==> src/design/scpd_pkg.sv <==
`default_nettype none
package scpd_pkg;

   localparam int NOW_W      = 32;
   localparam int VAL_W      = 16;
   localparam int CHECK_W    = 26;
   localparam int DIVISOR_W  = 16;
   localparam int CSR_IDX_W  = 3;
   localparam int CSR_DATA_W = 26;

   typedef logic [VAL_W-1:0]      value_type;
   typedef logic [CHECK_W-1:0]    check_type;
   typedef logic [DIVISOR_W-1:0]  divisor_type;
   typedef logic [CSR_IDX_W-1:0]  csr_idx_type;
   typedef logic [CSR_DATA_W-1:0] csr_data_type;

   // percentage deltas are in units of 0.01 percent
   localparam value_type PCT_SCALE = 16'd10000;

   localparam csr_idx_type REG_PUBLISH_PERIOD = 3'd0;
   localparam csr_idx_type REG_FAST_DIVISOR   = 3'd1;
   localparam csr_idx_type REG_MIN_INTERVAL   = 3'd2;
   localparam csr_idx_type REG_DELTA_UP       = 3'd3;
   localparam csr_idx_type REG_DELTA_DOWN     = 3'd4;
   localparam csr_idx_type REG_PERCENT_MODE   = 3'd5;
   localparam csr_idx_type REG_FAST_LOW       = 3'd6;
   localparam csr_idx_type REG_FAST_HIGH      = 3'd7;

   localparam check_type   RST_PUBLISH_PERIOD = 26'd320000;
   localparam divisor_type RST_FAST_DIVISOR   = 16'd32;
   localparam check_type   RST_MIN_INTERVAL   = 26'd1024;
   localparam value_type   RST_DELTA_UP       = 16'd1;
   localparam value_type   RST_DELTA_DOWN     = 16'd0;
   localparam value_type   RST_FAST_LOW       = 16'd1;
   localparam value_type   RST_FAST_HIGH      = 16'd0;

   typedef struct packed {
      logic        start;
      check_type   dividend;
      divisor_type divisor;
   } div_cmd_type;

   typedef struct packed {
      logic      done;
      check_type quotient;
   } div_stat_type;

endpackage
`default_nettype wire

==> src/design/scpd_req_if.sv <==
`default_nettype none
interface scpd_req_if;
   logic                         valid;
   logic                         ready;
   logic [scpd_pkg::NOW_W-1:0]   now_ms;
   logic [scpd_pkg::VAL_W-1:0]   reading;

   modport source (output valid, output now_ms, output reading, input ready);
   modport sink (input valid, input now_ms, input reading, output ready);
endinterface
`default_nettype wire

==> src/design/scpd_rsp_if.sv <==
`default_nettype none
interface scpd_rsp_if;
   logic                         valid;
   logic                         ready;
   logic                         publish_now;
   logic [scpd_pkg::VAL_W-1:0]   reported_value;
   logic [scpd_pkg::CHECK_W-1:0] next_check_ms;

   modport source (output valid, output publish_now, output reported_value,
                   output next_check_ms, input ready);
   modport sink (input valid, input publish_now, input reported_value,
                 input next_check_ms, output ready);
endinterface
`default_nettype wire

==> src/design/scpd_csr_if.sv <==
`default_nettype none
interface scpd_csr_if;
   logic                            valid;
   logic                            ready;
   logic [scpd_pkg::CSR_IDX_W-1:0]  index;
   logic [scpd_pkg::CSR_DATA_W-1:0] data;

   modport source (output valid, output index, output data, input ready);
   modport sink (input valid, input index, input data, output ready);
endinterface
`default_nettype wire

==> src/design/scpd_div.sv <==
`default_nettype none
module scpd_div (
   input  wire                    clock,
   input  wire                    reset,
   input  scpd_pkg::div_cmd_type  cmd,
   output scpd_pkg::div_stat_type stat
);

   localparam int STEPS = scpd_pkg::CHECK_W;
   localparam int CNT_W = $clog2(STEPS);
   localparam logic [CNT_W-1:0] LAST = CNT_W'(STEPS - 1);

   logic                      busy_ff, busy_in;
   logic                      done_ff, done_in;
   logic [CNT_W-1:0]          count_ff, count_in;
   scpd_pkg::check_type       quo_ff, quo_in;
   scpd_pkg::divisor_type     rem_ff, rem_in;
   scpd_pkg::divisor_type     divisor_ff, divisor_in;
   logic [scpd_pkg::DIVISOR_W:0] shifted;
   scpd_pkg::divisor_type     diff;
   logic                      ge;

   // one restoring radix-2 step per cycle
   // when ge the remainder is below the divisor, so the low bits of the difference suffice
   assign shifted = {rem_ff, quo_ff[STEPS-1]};
   assign ge      = shifted >= {1'b0, divisor_ff};
   assign diff    = shifted[scpd_pkg::DIVISOR_W-1:0] - divisor_ff;

   always_comb begin
      busy_in    = busy_ff;
      done_in    = 1'b0;
      count_in   = count_ff;
      quo_in     = quo_ff;
      rem_in     = rem_ff;
      divisor_in = divisor_ff;
      if (cmd.start) begin
         busy_in    = 1'b1;
         count_in   = '0;
         quo_in     = cmd.dividend;
         rem_in     = '0;
         divisor_in = cmd.divisor;
      end else if (busy_ff) begin
         quo_in   = {quo_ff[STEPS-2:0], ge};
         rem_in   = ge ? diff : shifted[scpd_pkg::DIVISOR_W-1:0];
         count_in = count_ff + 1'b1;
         if (count_ff == LAST) begin
            busy_in = 1'b0;
            done_in = 1'b1;
         end
      end
   end

   always_ff @(posedge clock) begin
      if (reset) begin
         busy_ff  <= 1'b0;
         done_ff  <= 1'b0;
         count_ff <= '0;
      end else begin
         busy_ff  <= busy_in;
         done_ff  <= done_in;
         count_ff <= count_in;
      end
      quo_ff     <= quo_in;
      rem_ff     <= rem_in;
      divisor_ff <= divisor_in;
   end

   assign stat.done     = done_ff;
   assign stat.quotient = quo_ff;

endmodule
`default_nettype wire

==> src/design/sensor_cadence_publish_decider.sv <==
// Sensor cadence publish decider.
// req_ch carries one evaluation request: a wrapping millisecond timestamp and
// a sensor reading. rsp_ch returns one result per request: whether the reading
// is published, the last published value and the time to the next check.
// csr_ch writes the cadence registers by index; it is always ready and is to
// be written only while no request is in flight, which the block does not enforce.
// A request passes from acceptance through the 26-step serial divider that
// forms the fast cadence period, two products on a shared multiplier and the
// decision cycle to a valid result; the block takes no new request until the
// previous one has left the decision cycle.
// The result sits in an output register: a stalled receiver does not keep the
// block from accepting and working on the next request, but that request's
// result waits in the decision cycle until the register is free.
// Reset loads the register defaults, clears the last published value and time
// and empties the output register.
`default_nettype none
module sensor_cadence_publish_decider #(
   parameter int VALUE_BITS = 16,
   parameter int TIME_BITS  = 32
) (
   input  wire         clock,
   input  wire         reset,
   scpd_req_if.sink    req_ch,
   scpd_rsp_if.source  rsp_ch,
   scpd_csr_if.sink    csr_ch
);

   localparam int VB = (VALUE_BITS < scpd_pkg::VAL_W) ? VALUE_BITS : scpd_pkg::VAL_W;
   localparam scpd_pkg::value_type VAL_MASK = scpd_pkg::value_type'((64'd1 << VB) - 64'd1);

   localparam logic [2:0] ST_IDLE   = 3'd0;
   localparam logic [2:0] ST_DIV    = 3'd1;
   localparam logic [2:0] ST_MUL_A  = 3'd2;
   localparam logic [2:0] ST_MUL_B  = 3'd3;
   localparam logic [2:0] ST_DECIDE = 3'd4;

   logic [2:0] state_ff, state_in;

   // cadence registers
   scpd_pkg::check_type   period_ff;
   scpd_pkg::divisor_type fast_div_ff;
   scpd_pkg::check_type   min_ff;
   scpd_pkg::value_type   delta_up_ff;
   scpd_pkg::value_type   delta_down_ff;
   logic                  pct_ff;
   scpd_pkg::value_type   fast_low_ff;
   scpd_pkg::value_type   fast_high_ff;

   // published state
   scpd_pkg::value_type   last_value_ff, last_value_in;
   logic [TIME_BITS-1:0]  last_time_ff, last_time_in;

   // request in progress
   logic [TIME_BITS-1:0]  now_ff, now_in;
   scpd_pkg::value_type   cur_ff, cur_in;
   scpd_pkg::check_type   fp_ff, fp_in;
   logic [32:0]           prod_a_ff, prod_a_in;
   logic [32:0]           prod_b_ff, prod_b_in;

   // output register
   logic                  rsp_valid_ff, rsp_valid_in;
   logic                  publish_ff, publish_in;
   scpd_pkg::value_type   value_ff, value_in;
   scpd_pkg::check_type   check_ff, check_in;

   scpd_pkg::div_cmd_type  div_cmd;
   scpd_pkg::div_stat_type div_stat;

   logic                  req_take;
   logic                  load;
   logic                  up_case;
   scpd_pkg::value_type   diff;
   scpd_pkg::value_type   dsel;
   logic [16:0]           mul_a;
   scpd_pkg::value_type   mul_b;
   logic [32:0]           mul_out;
   logic [TIME_BITS-1:0]  elapsed;
   logic [31:0]           elapsed_w;
   logic                  dnz;
   logic                  fast_on;
   logic                  blocked;
   logic                  hit_period;
   logic                  hit_native;
   logic                  hit_pct;
   logic                  hit_delta;
   logic                  in_range;
   logic                  hit_fast;
   logic                  hit_change;
   logic                  pub;
   scpd_pkg::check_type   t_base;
   scpd_pkg::check_type   t_next;

   assign req_take      = req_ch.valid && req_ch.ready;
   assign req_ch.ready  = state_ff == ST_IDLE;
   assign csr_ch.ready  = 1'b1;

   assign div_cmd.start    = req_take;
   assign div_cmd.dividend = period_ff;
   assign div_cmd.divisor  = fast_div_ff;

   scpd_div u_div (
      .clock (clock),
      .reset (reset),
      .cmd   (div_cmd),
      .stat  (div_stat)
   );

   // percentage check without a divider: floor(d*10000/c) > k  <=>  d*10000 >= (k+1)*c
   assign up_case = cur_ff > last_value_ff;
   assign diff    = up_case ? cur_ff - last_value_ff : last_value_ff - cur_ff;
   assign dsel    = up_case ? delta_up_ff : delta_down_ff;
   assign mul_a   = (state_ff == ST_MUL_A) ? {1'b0, diff} : {1'b0, dsel} + 17'd1;
   assign mul_b   = (state_ff == ST_MUL_A) ? scpd_pkg::PCT_SCALE : cur_ff;
   assign mul_out = 33'(mul_a) * 33'(mul_b);

   assign elapsed   = now_ff - last_time_ff;
   assign elapsed_w = 32'(elapsed);
   assign dnz       = (delta_up_ff != '0) || (delta_down_ff != '0);
   assign fast_on   = fast_div_ff > scpd_pkg::divisor_type'(1);
   assign blocked   = (min_ff != '0) && (elapsed_w < 32'(min_ff));

   assign hit_period = (period_ff != '0) && (elapsed_w >= 32'(period_ff));

   assign hit_native =
      ((delta_up_ff != '0) &&
       (17'(cur_ff) >= 17'(last_value_ff) + 17'(delta_up_ff))) ||
      ((delta_down_ff != '0) && (last_value_ff >= delta_down_ff) &&
       (cur_ff <= last_value_ff - delta_down_ff));

   assign hit_pct   = (cur_ff == '0) ? (last_value_ff != '0) : (prod_a_ff >= prod_b_ff);
   assign hit_delta = dnz && (pct_ff ? hit_pct : hit_native);

   always_comb begin
      if (fast_high_ff > fast_low_ff) begin
         in_range = (cur_ff > fast_low_ff) && (cur_ff <= fast_high_ff);
      end else if (fast_high_ff < fast_low_ff) begin
         in_range = (cur_ff >= fast_low_ff) || (cur_ff < fast_high_ff);
      end else begin
         in_range = 1'b0;
      end
   end

   assign hit_fast   = fast_on && (fp_ff != '0) && (elapsed_w >= 32'(fp_ff)) && in_range;
   assign hit_change = !dnz && (cur_ff != last_value_ff);
   assign pub        = !blocked && (hit_period || hit_delta || hit_fast || hit_change);

   assign t_base = fast_on ? fp_ff : period_ff;
   assign t_next = ((min_ff != '0) && (min_ff > t_base) && dnz) ? min_ff : t_base;

   assign load = (state_ff == ST_DECIDE) && (!rsp_valid_ff || rsp_ch.ready);

   always_comb begin
      state_in      = state_ff;
      now_in        = now_ff;
      cur_in        = cur_ff;
      fp_in         = fp_ff;
      prod_a_in     = prod_a_ff;
      prod_b_in     = prod_b_ff;
      last_value_in = last_value_ff;
      last_time_in  = last_time_ff;
      rsp_valid_in  = rsp_valid_ff && !rsp_ch.ready;
      publish_in    = publish_ff;
      value_in      = value_ff;
      check_in      = check_ff;
      unique case (state_ff)
         ST_IDLE: begin
            if (req_take) begin
               now_in   = req_ch.now_ms[TIME_BITS-1:0];
               cur_in   = req_ch.reading & VAL_MASK;
               state_in = ST_DIV;
            end
         end
         ST_DIV: begin
            if (div_stat.done) begin
               fp_in    = div_stat.quotient;
               state_in = ST_MUL_A;
            end
         end
         ST_MUL_A: begin
            prod_a_in = mul_out;
            state_in  = ST_MUL_B;
         end
         ST_MUL_B: begin
            prod_b_in = mul_out;
            state_in  = ST_DECIDE;
         end
         ST_DECIDE: begin
            if (load) begin
               if (pub) begin
                  last_value_in = cur_ff;
                  last_time_in  = now_ff;
               end
               rsp_valid_in = 1'b1;
               publish_in   = pub;
               value_in     = pub ? cur_ff : last_value_ff;
               check_in     = (period_ff == '0) ? '0 : t_next;
               state_in     = ST_IDLE;
            end
         end
         default: begin
            state_in = ST_IDLE;
         end
      endcase
   end

   always_ff @(posedge clock) begin
      if (reset) begin
         state_ff      <= ST_IDLE;
         rsp_valid_ff  <= 1'b0;
         last_value_ff <= '0;
         last_time_ff  <= '0;
      end else begin
         state_ff      <= state_in;
         rsp_valid_ff  <= rsp_valid_in;
         last_value_ff <= last_value_in;
         last_time_ff  <= last_time_in;
      end
      now_ff     <= now_in;
      cur_ff     <= cur_in;
      fp_ff      <= fp_in;
      prod_a_ff  <= prod_a_in;
      prod_b_ff  <= prod_b_in;
      publish_ff <= publish_in;
      value_ff   <= value_in;
      check_ff   <= check_in;
   end

   always_ff @(posedge clock) begin
      if (reset) begin
         period_ff     <= scpd_pkg::RST_PUBLISH_PERIOD;
         fast_div_ff   <= scpd_pkg::RST_FAST_DIVISOR;
         min_ff        <= scpd_pkg::RST_MIN_INTERVAL;
         delta_up_ff   <= scpd_pkg::RST_DELTA_UP;
         delta_down_ff <= scpd_pkg::RST_DELTA_DOWN;
         pct_ff        <= 1'b0;
         fast_low_ff   <= scpd_pkg::RST_FAST_LOW;
         fast_high_ff  <= scpd_pkg::RST_FAST_HIGH;
      end else if (csr_ch.valid && csr_ch.ready) begin
         unique case (csr_ch.index)
            scpd_pkg::REG_PUBLISH_PERIOD: period_ff     <= csr_ch.data;
            scpd_pkg::REG_FAST_DIVISOR:   fast_div_ff   <= csr_ch.data[15:0];
            scpd_pkg::REG_MIN_INTERVAL:   min_ff        <= csr_ch.data;
            scpd_pkg::REG_DELTA_UP:       delta_up_ff   <= csr_ch.data[15:0];
            scpd_pkg::REG_DELTA_DOWN:     delta_down_ff <= csr_ch.data[15:0];
            scpd_pkg::REG_PERCENT_MODE:   pct_ff        <= csr_ch.data[0];
            scpd_pkg::REG_FAST_LOW:       fast_low_ff   <= csr_ch.data[15:0];
            scpd_pkg::REG_FAST_HIGH:      fast_high_ff  <= csr_ch.data[15:0];
            default: begin
            end
         endcase
      end
   end

   assign rsp_ch.valid          = rsp_valid_ff;
   assign rsp_ch.publish_now    = publish_ff;
   assign rsp_ch.reported_value = value_ff;
   assign rsp_ch.next_check_ms  = check_ff;

`ifndef SYNTH
   a_div_done_in_div: assert property (@(posedge clock) disable iff (reset)
      div_stat.done |-> state_ff == ST_DIV)
      else $error("divider finished outside the divide step");

   a_rsp_value_tracks: assert property (@(posedge clock) disable iff (reset)
      rsp_valid_ff |-> value_ff == last_value_ff)
      else $error("reported value differs from last published value");

   a_publish_time: assert property (@(posedge clock) disable iff (reset)
      load && pub |=> last_time_ff == $past(now_ff))
      else $error("publish did not record its timestamp");

   a_blocked_no_publish: assert property (@(posedge clock) disable iff (reset)
      load && blocked |=> rsp_valid_ff && !publish_ff)
      else $error("published inside the minimum interval");
`endif

endmodule
`default_nettype wire
==> src/flat_wrapper.sv <==
// flat-port wrapper written by rule: the top's interface ports become plain ports
module sensor_cadence_publish_decider_flat 
#(
   parameter int VALUE_BITS = 16,
   parameter int TIME_BITS  = 32
)
  (clock, reset, req_ch_valid, req_ch_now_ms, req_ch_reading, req_ch_ready, rsp_ch_valid, rsp_ch_publish_now, rsp_ch_reported_value, rsp_ch_next_check_ms, rsp_ch_ready, csr_ch_valid, csr_ch_index, csr_ch_data, csr_ch_ready);
  scpd_req_if req_ch_i ();
  scpd_rsp_if rsp_ch_i ();
  scpd_csr_if csr_ch_i ();
  input  wire clock;
  input  wire reset;
  input wire logic [$bits(req_ch_i.valid)-1:0] req_ch_valid;
  input wire logic [$bits(req_ch_i.now_ms)-1:0] req_ch_now_ms;
  input wire logic [$bits(req_ch_i.reading)-1:0] req_ch_reading;
  output wire logic [$bits(req_ch_i.ready)-1:0] req_ch_ready;
  output wire logic [$bits(rsp_ch_i.valid)-1:0] rsp_ch_valid;
  output wire logic [$bits(rsp_ch_i.publish_now)-1:0] rsp_ch_publish_now;
  output wire logic [$bits(rsp_ch_i.reported_value)-1:0] rsp_ch_reported_value;
  output wire logic [$bits(rsp_ch_i.next_check_ms)-1:0] rsp_ch_next_check_ms;
  input wire logic [$bits(rsp_ch_i.ready)-1:0] rsp_ch_ready;
  input wire logic [$bits(csr_ch_i.valid)-1:0] csr_ch_valid;
  input wire logic [$bits(csr_ch_i.index)-1:0] csr_ch_index;
  input wire logic [$bits(csr_ch_i.data)-1:0] csr_ch_data;
  output wire logic [$bits(csr_ch_i.ready)-1:0] csr_ch_ready;
  assign req_ch_i.valid = req_ch_valid;
  assign req_ch_i.now_ms = req_ch_now_ms;
  assign req_ch_i.reading = req_ch_reading;
  assign req_ch_ready = req_ch_i.ready;
  assign rsp_ch_valid = rsp_ch_i.valid;
  assign rsp_ch_publish_now = rsp_ch_i.publish_now;
  assign rsp_ch_reported_value = rsp_ch_i.reported_value;
  assign rsp_ch_next_check_ms = rsp_ch_i.next_check_ms;
  assign rsp_ch_i.ready = rsp_ch_ready;
  assign csr_ch_i.valid = csr_ch_valid;
  assign csr_ch_i.index = csr_ch_index;
  assign csr_ch_i.data = csr_ch_data;
  assign csr_ch_ready = csr_ch_i.ready;
  sensor_cadence_publish_decider #(.VALUE_BITS(VALUE_BITS), .TIME_BITS(TIME_BITS)) u_core (.clock(clock), .reset(reset), .req_ch(req_ch_i), .rsp_ch(rsp_ch_i), .csr_ch(csr_ch_i));
endmodule
==> config.mk <==
export PLATFORM = sky130hd
export DESIGN_NAME = sensor_cadence_publish_decider_flat
export DESIGN_NICKNAME = d
export VERILOG_FILES = /design/src/design/scpd_pkg.sv /design/src/design/scpd_req_if.sv /design/src/design/scpd_rsp_if.sv /design/src/design/scpd_csr_if.sv /design/src/design/scpd_div.sv /design/src/design/sensor_cadence_publish_decider.sv /design/src/flat_wrapper.sv
export SDC_FILE = /design/constraint.sdc
export NUM_CORES = 2
export LEC_CHECK = 0
export BUFFER_PORTS_ARGS = -buffer_cell sky130_fd_sc_hd__buf_2
export CAP_MARGIN = 20
export CORE_MARGIN = 2
export CORE_UTILIZATION = 37
export CTS_BUF_LIST = sky130_fd_sc_hd__clkbuf_4 sky130_fd_sc_hd__clkbuf_8
export CTS_CLUSTER_SIZE = 24
export DETAILED_ROUTE_END_ITERATION = 8
export PLACE_DENSITY = 0.62
export SKIP_CTS_REPAIR_TIMING = 1
export SYNTH_ARGS = -nofsm -noshare
export SYNTH_HDL_FRONTEND = slang
export SYNTH_SLANG_ARGS = --single-unit
==> constraint.sdc <==
create_clock -name clock -period 19.9 [get_ports clock]
set_input_delay 2.985 -clock clock [delete_from_list [all_inputs] [get_ports clock]]
set_output_delay 2.985 -clock clock [all_outputs]
set_load 0.02 [all_outputs]
# Word-level counts from Yosys, hierarchy flattened
# Cells that the tools add are included.
dict set report totals {
  register_bits 433
  wordCells 147
  inputBits 82
}
dict set report op_classes {
  eq_ne 16
  n_bitwise 1
  n_mul 1
  n_reduce_logical 54
  order_cmp 17
  n_addsub 8
  muxes 24
}
# cell n
set ops {}
lappend ops {{26-bit two-way mux} 4}
lappend ops {{16-bit two-way mux} 5}
lappend ops {{26-bit nonzero test} 3}
lappend ops {{32-bit by 26-bit >= comparator with 1-bit output} 2}
lappend ops {{16-bit subtractor} 4}
lappend ops {{16-bit greater-than comparator} 3}
lappend ops {{16-bit nonzero test} 3}
lappend ops {{33-bit >= comparator} 1}
lappend ops {{17-bit by 16-bit multiplier with 33-bit output} 1}
lappend ops {{16-bit >= comparator} 2}
lappend ops {{16-bit less-or-equal comparator} 2}
lappend ops {{16-bit less-than comparator} 2}
lappend ops {{32-bit by 26-bit less-than comparator with 1-bit output} 1}
lappend ops {{32-bit subtractor} 1}
lappend ops {{26-bit greater-than comparator} 1}
lappend ops {{26-bit logical NOT} 1}
lappend ops {{2-bit AND reduction} 11}
lappend ops {{16-bit by 1-bit adder with 17-bit output, second input constant} 1}
lappend ops {{16-bit by 16-bit adder with 17-bit output} 1}
lappend ops {{16-bit by 17-bit >= comparator with 1-bit output} 1}
lappend ops {{17-bit by 16-bit >= comparator with 1-bit output} 1}
lappend ops {{1-bit logical AND} 17}
lappend ops {{17-bit two-way mux} 1}
lappend ops {{16-bit by 1-bit greater-than comparator with 1-bit output, second input constant} 1}
lappend ops {{20 further kinds} 51}

# Longest topological paths before layout
dict set report depth {
  ltp_word 11
  ltp_mapped 42
}

# By module
# A second synthesis with hierarchy kept.
dict set report hier_totals {
  cells_unflattened 4084
  area_unflattened_um2 36249.8
}
# mod area_each_um2 cells_each instances
set modules_own_cells {}
lappend modules_own_cells {sensor_cadence_publish_decider 32618.8 3749 1}
lappend modules_own_cells {scpd_div 3631.0 335 1}

# Worst setup path after synthesis
# No wires, ideal clock.
dict set report synth_path {
  path_type {register to register}
  startpoint {register u_core.cur_ff[12]}
  endpoint {register u_core.prod_a_ff[31], data pin}
  synth_period_minus_slack_ps 9677
  setup_ps 269
  slack_ps 10223
  t_arrival_ps 9407
  path_stages_with_launch 38
  cell_sequence {edfxtp_1 -> inv_1 -> ha_1 -> clkbuf_1 -> nand4_1 -> o211ai_1 -> o31ai_1 -> a21oi_2 -> buf_2 -> buf_1 -> buf_1 -> nand2_1 -> o21ai_0 -> ha_1 -> and3b_1 -> nand3_1 -> xor2_1 -> mux2i_1 -> [2 not listed] -> fa_1 -> fa_1 -> fa_1 -> inv_1 -> fa_1 -> fa_1 -> inv_1 -> fa_1 -> inv_1 -> ha_1 -> nand2_1 -> or4b_2 -> o211ai_1 -> a21oi_1 -> o21ai_0 -> o21ai_0 -> o21ai_0 -> xor2_1}
}
dict set report synth_via {
  elab_chain_len 5
}
# element line
set synth_rtl {}
lappend synth_rtl {{from (decl)} sensor_cadence_publish_decider.sv:55} ;# scpd_pkg::value_type cur_ff, cur_in;
lappend synth_rtl {{from (signal assigned)} sensor_cadence_publish_decider.sv:219} ;# cur_ff <= cur_in;
lappend synth_rtl {{16-bit greater-than comparator} sensor_cadence_publish_decider.sv:109} ;# assign up_case = cur_ff > last_value_ff;
lappend synth_rtl {{16-bit two-way mux} sensor_cadence_publish_decider.sv:111} ;# assign dsel = up_case ? delta_up_ff : delta_down_ff;
lappend synth_rtl {{16-bit by 1-bit adder with 17-bit output} sensor_cadence_publish_decider.sv:112} ;# assign mul_a = (state_ff == ST_MUL_A) ? {1'b0, diff} : {1'b0, dsel} + 17'd1;
lappend synth_rtl {{17-bit two-way mux} sensor_cadence_publish_decider.sv:112}
lappend synth_rtl {{17-bit by 16-bit multiplier with 33-bit output *} sensor_cadence_publish_decider.sv:114} ;# assign mul_out = 33'(mul_a) * 33'(mul_b);
lappend synth_rtl {{net u_core.mul_out[31]} sensor_cadence_publish_decider.sv:76} ;# logic [32:0] mul_out;
lappend synth_rtl {{to (signal assigned)} sensor_cadence_publish_decider.sv:221} ;# prod_a_ff <= prod_a_in;
lappend synth_rtl {{to (decl)} sensor_cadence_publish_decider.sv:57} ;# logic [32:0] prod_a_ff, prod_a_in;
# The timed path passes the listed nets; every way through them passes the cells marked *.
# A chain may end at the register's enable or synchronous reset.

# Final worst setup path
dict set report layout_path {
  startpoint {register u_core.cur_ff[0]}
  endpoint {register u_core.prod_b_ff[31], data pin}
}
dict set report layout_via {
  elab_chain_len 5
}
# element line
set layout_rtl {}
lappend layout_rtl {{16-bit greater-than comparator} sensor_cadence_publish_decider.sv:109}
lappend layout_rtl {{16-bit two-way mux} sensor_cadence_publish_decider.sv:111}
lappend layout_rtl {{16-bit by 1-bit adder with 17-bit output} sensor_cadence_publish_decider.sv:112}
lappend layout_rtl {{17-bit two-way mux} sensor_cadence_publish_decider.sv:112}
lappend layout_rtl {{17-bit by 16-bit multiplier with 33-bit output *} sensor_cadence_publish_decider.sv:114}
lappend layout_rtl {{net u_core.mul_out[31]} sensor_cadence_publish_decider.sv:76}
lappend layout_rtl {{to (signal assigned)} sensor_cadence_publish_decider.sv:222} ;# prod_b_ff <= prod_b_in;
lappend layout_rtl {{to (decl)} sensor_cadence_publish_decider.sv:58} ;# logic [32:0] prod_b_ff, prod_b_in;
# Marks and branches as above.

==> reports/qor.csv <==
stage,metric,value,unit
die,start_util,0.372,
die,ioPinCount,128,
yosys,synth_top_area_frac,0.185,
yosys,synth-xor-area-share,0.0290,
timing,fin_crit,11.28,ns
yosys,synthFlopType,edfxtp_1,
yosys,synth_edf_count,225,
yosys,synth_top_family_by_area,adder cells,
critical_path,path_max_fanout,63,
critical_path,cp.required,20.35,ns
cts,cts_tree,done,
timing,setup_tns,0,ns
yosys,yosys.area.top_type,edfxtp_1,
global_routing,grt_overflow,0,
critical_path,r2r_cells,37,
final_layout,layout-drive-gt1-share,0.0924,
yosys,avgSynthCellArea,8.94,sq um
critical_path,r2r_slack,8.62,ns
yosys,synth-simple-area-share,0.168,
timing,worstMarginPinSlew,1.26,ns
timing,max_freq,0.0887,GHz
yosys,ys_ff_latch,433,
global_routing,grt_use_total,0.212,
timing,finalHoldViolations,0,
place,gp_congestion,0.965,
yosys,synth.most_common_cell,inv_1,
route,drt_pass1_iterations,7,
cts,clock_sinks,433,
yosys,ys_types,86,
global_routing,grt_max_degree,85,
critical_path,critical_path_class,reg2reg,
die,die_h,318,microns
cts,htreeDepth,3,
critical_path,worst_path_largest_cell_delay,0.92,ns
global_routing,met2_usage,0.349,
critical_path,path_delay_family,adder cells,
global_routing,grt_pass1_vias,28700,
critical_path,cp-end-kind,flip-flop,
route,drtAntennaViolNets,0,
global_routing,busiest_layer,met2,
yosys,syn_inst,4082,
die,die_w,318,microns
timing,skew,0.0749,ns
outcome,status,finished clean,
hold_path,min_path_type,reg2reg,
yosys,synthArstFlopShare,0,
final_layout,fin_area,40500,sq um
critical_path,cp_num_buf_inv,8,
final_layout,final_nets,4938,
hold_path,min-delay-start,u_core.fast_div_ff[0]$_SDFFE_PP0P_,
route,routed_wl,108000,microns
timing,slew-limit-headroom,0.153,
global_routing,grt_pass1_wl,168000,microns
route,vias_per_cell,5.30,
cts,clk_pin_slew,0.06,ns
yosys,yosysWarnings,0,
yosys,netlist_area,36500,sq um
critical_path,rr_startpoint,u_core.cur_ff[0]$_DFFE_PP_,
pwr,power_density,65.5,nW/um^2
critical_path,critPathLaunchType,flip-flop,
yosys,ys_seq_area_frac,0.299,
yosys,synthAdderAreaFrac,0.266,
cts,clock_path_buffers,3,
critical_path,crit_slowest_cell,a2111oi_0,
hold_path,worstHoldPathCells,0,
timing,drv_slew,0,
critical_path,r2r-end,u_core.prod_b_ff[31]$_DFFE_PP_,
run,maxCapViolations,0,
die,rows,115,
final_layout,syn_to_final_growth,11.0,%
global_routing,antenna_found_initial,8,
pwr,max-vdd-ir-drop,50.6,uV
route,routedWlPerCell,19.5,microns
timing,rsz0062_at_grt,no,
yosys,synthTopCellsByArea,"edfxtp_1 (19%), ha_1 (15%), fa_1 (12%)",
yosys,synth_fp_nets,4812,
place,io_buffers,126,
timing,fin_crit_sh,0.567,
timing,finalSetupViolCount,0,
cts,clockRootBuffer,clkbuf_8,
cts,cts_buffers,79,
place,placed_cell_area,38700,sq um
yosys,synthMuxAreaShare,0.0366,
pwr,p_leak,17.3,nW
cts,insertion_delay,0.77,ns
hold_path,whs_endpoint,u_core.u_div.divisor_ff[0]$_DFFE_PP_,
timing,hold_ws,0.431,ns
die,die-area,101000,sq um
route,dr_total_vias,29500,
route,drcViolationCount,0,
global_routing,use_met3,0.0399,
route,drt_iter0_markers,2285,
place,place_hpwl,82600,microns
global_routing,grt_util_met1,0.280,
yosys,synth_compound_area_frac,0.132,
yosys,synth_common_cells,"inv_1 (525), nand2_1 (513), ha_1 (434)",
critical_path,worst_ep_arrival_time,11.73,ns
die,coreArea,98100,sq um
-- layout by cell type (no fill, tap or decap), drive strengths merged, types with 18 or more instances in the layout --
cell    instances
nor2b          37
xnor2          77
a211oi         41
edfxtp        225
mux2i         119
o21a           32
fa            214
nor4           47
inv           530
nand2b        132
clkbuf        112
clkinv         19
o21ai         141
xor2           44
nand3          68
a21o           73
nor3           43
buf           177
nand2         513
a211o          21
a21oi         331
ha            434
nand4          63
o21bai         18
nor2          275
and2           25
or2            36
dfxtp         208
-- stage by stage --
| step | util | cells | worst slack (ns) | power, mW |
|---|---|---|---|---|
| 6_report | 0.413 | 5563 | 8.62 | 2.65 |
| 5_1_grt | 0.413 | 5563 | 8.06 | 2.82 |
| 4_1_cts | 0.413 | 5559 | 8.62 | 2.68 |
| 3_5_place_dp | 0.394 | 5413 | 8.67 | 1.67 |
| 3_3_place_gp | 0.394 | 5412 | 9.09 | 1.66 |
| 2_1_floorplan | - | 4082 | 10.22 | 1.49 |
-- how the worst max path moves through the flow --
| stage | end | cells past startpoint | from | slack [ns] |
|---|---|---|---|---|
| floorplan | u_core.prod_a_ff[31]$_DFFE_PP_ | 37 | u_core.cur_ff[12]$_DFFE_PP_ | 10.22 |
| global placement | u_core.prod_a_ff[31]$_DFFE_PP_ | 37 | u_core.cur_ff[0]$_DFFE_PP_ | 9.09 |
| detailed placement | u_core.prod_a_ff[31]$_DFFE_PP_ | 37 | u_core.cur_ff[0]$_DFFE_PP_ | 8.67 |
| CTS | u_core.prod_a_ff[31]$_DFFE_PP_ | 37 | u_core.cur_ff[0]$_DFFE_PP_ | 8.62 |
| global route | u_core.prod_a_ff[29]$_DFFE_PP_ | 36 | u_core.cur_ff[0]$_DFFE_PP_ | 8.06 |
| finish | u_core.prod_b_ff[31]$_DFFE_PP_ | 37 | u_core.cur_ff[0]$_DFFE_PP_ | 8.62 |
-- area by class of cell --
| class | instances | area, sq um |
|---|---|---|
| Multi-Input combinational cell | 2990 | 23100 |
| Clock buffer | 112 | 1410 |
| Fill cell | 9911 | 57600 |
| Inverter | 527 | 1980 |
| Timing Repair Buffer | 177 | 1020 |
| Clock inverter | 34 | 453 |
| Antenna cell | 3 | 7.51 |
| Tap cell | 1287 | 1610 |
| Sequential cell | 433 | 10900 |
-- metal layers --
| layer | routed length (microns) | vias up | share of wire |
|---|---|---|---|
| met2 | 49500 | 972 | 0.46 |
| met3 | 7620 | 205 | 0.070 |
| met4 | 3390 | 6 | 0.031 |
| met1 | 47600 | 14100 | 0.44 |
| met5 | 34 | - | 0.00031 |
| li1 | - | 14200 | - |
-- cell families after synthesis --
group / count (synthesis)
other cells: 1
simple gates: 1306
flops: 433
compound gates: 782
mux: 132
buf+inv: 659
xor+xnor: 121
fa+ha+maj: 648
-- worst register-to-register path, delay by kind of cell, from the launching register on --
family / cells / cell delay, ns
adder cells (fa/ha/maj): 10 / 4.21
XOR/XNOR: 2 / 0.34
buffers and inverters: 8 / 1.18
AND/OR/NAND/NOR: 4 / 0.68
AO/OA/AOI/OAI: 11 / 2.96
multiplexers: 2 / 1.13
flip-flops: 1 / 0.50
-- where the power goes --
group          switching (mW)  internal (mW)  leakage (nW)  total [mW]
clock                   0.423          0.583         0.964        1.01
sequential             0.0233          0.989          3.78        1.01
combinational           0.388          0.248          12.5       0.636
-- flip-flops by register name (all words and copies together), names as in the netlist, 16 cells and up --
register and flops:
u_core.cur_ff 16, u_core.delta_down_ff 16, u_core.delta_up_ff 16, u_core.fast_div_ff 16, u_core.fast_high_ff 16, u_core.fast_low_ff 16, u_core.fp_ff 26, u_core.last_time_ff 32
u_core.last_value_ff 16, u_core.min_ff 26, u_core.now_ff 32, u_core.period_ff 26, u_core.prod_a_ff 33, u_core.prod_b_ff 33, u_core.rsp_ch.next_check_ms 26, u_core.rsp_ch.reported_value 16
u_core.u_div.divisor_ff 16, u_core.u_div.quo_ff 26, u_core.u_div.rem_ff 16
(Power assumes the default switching activity.)
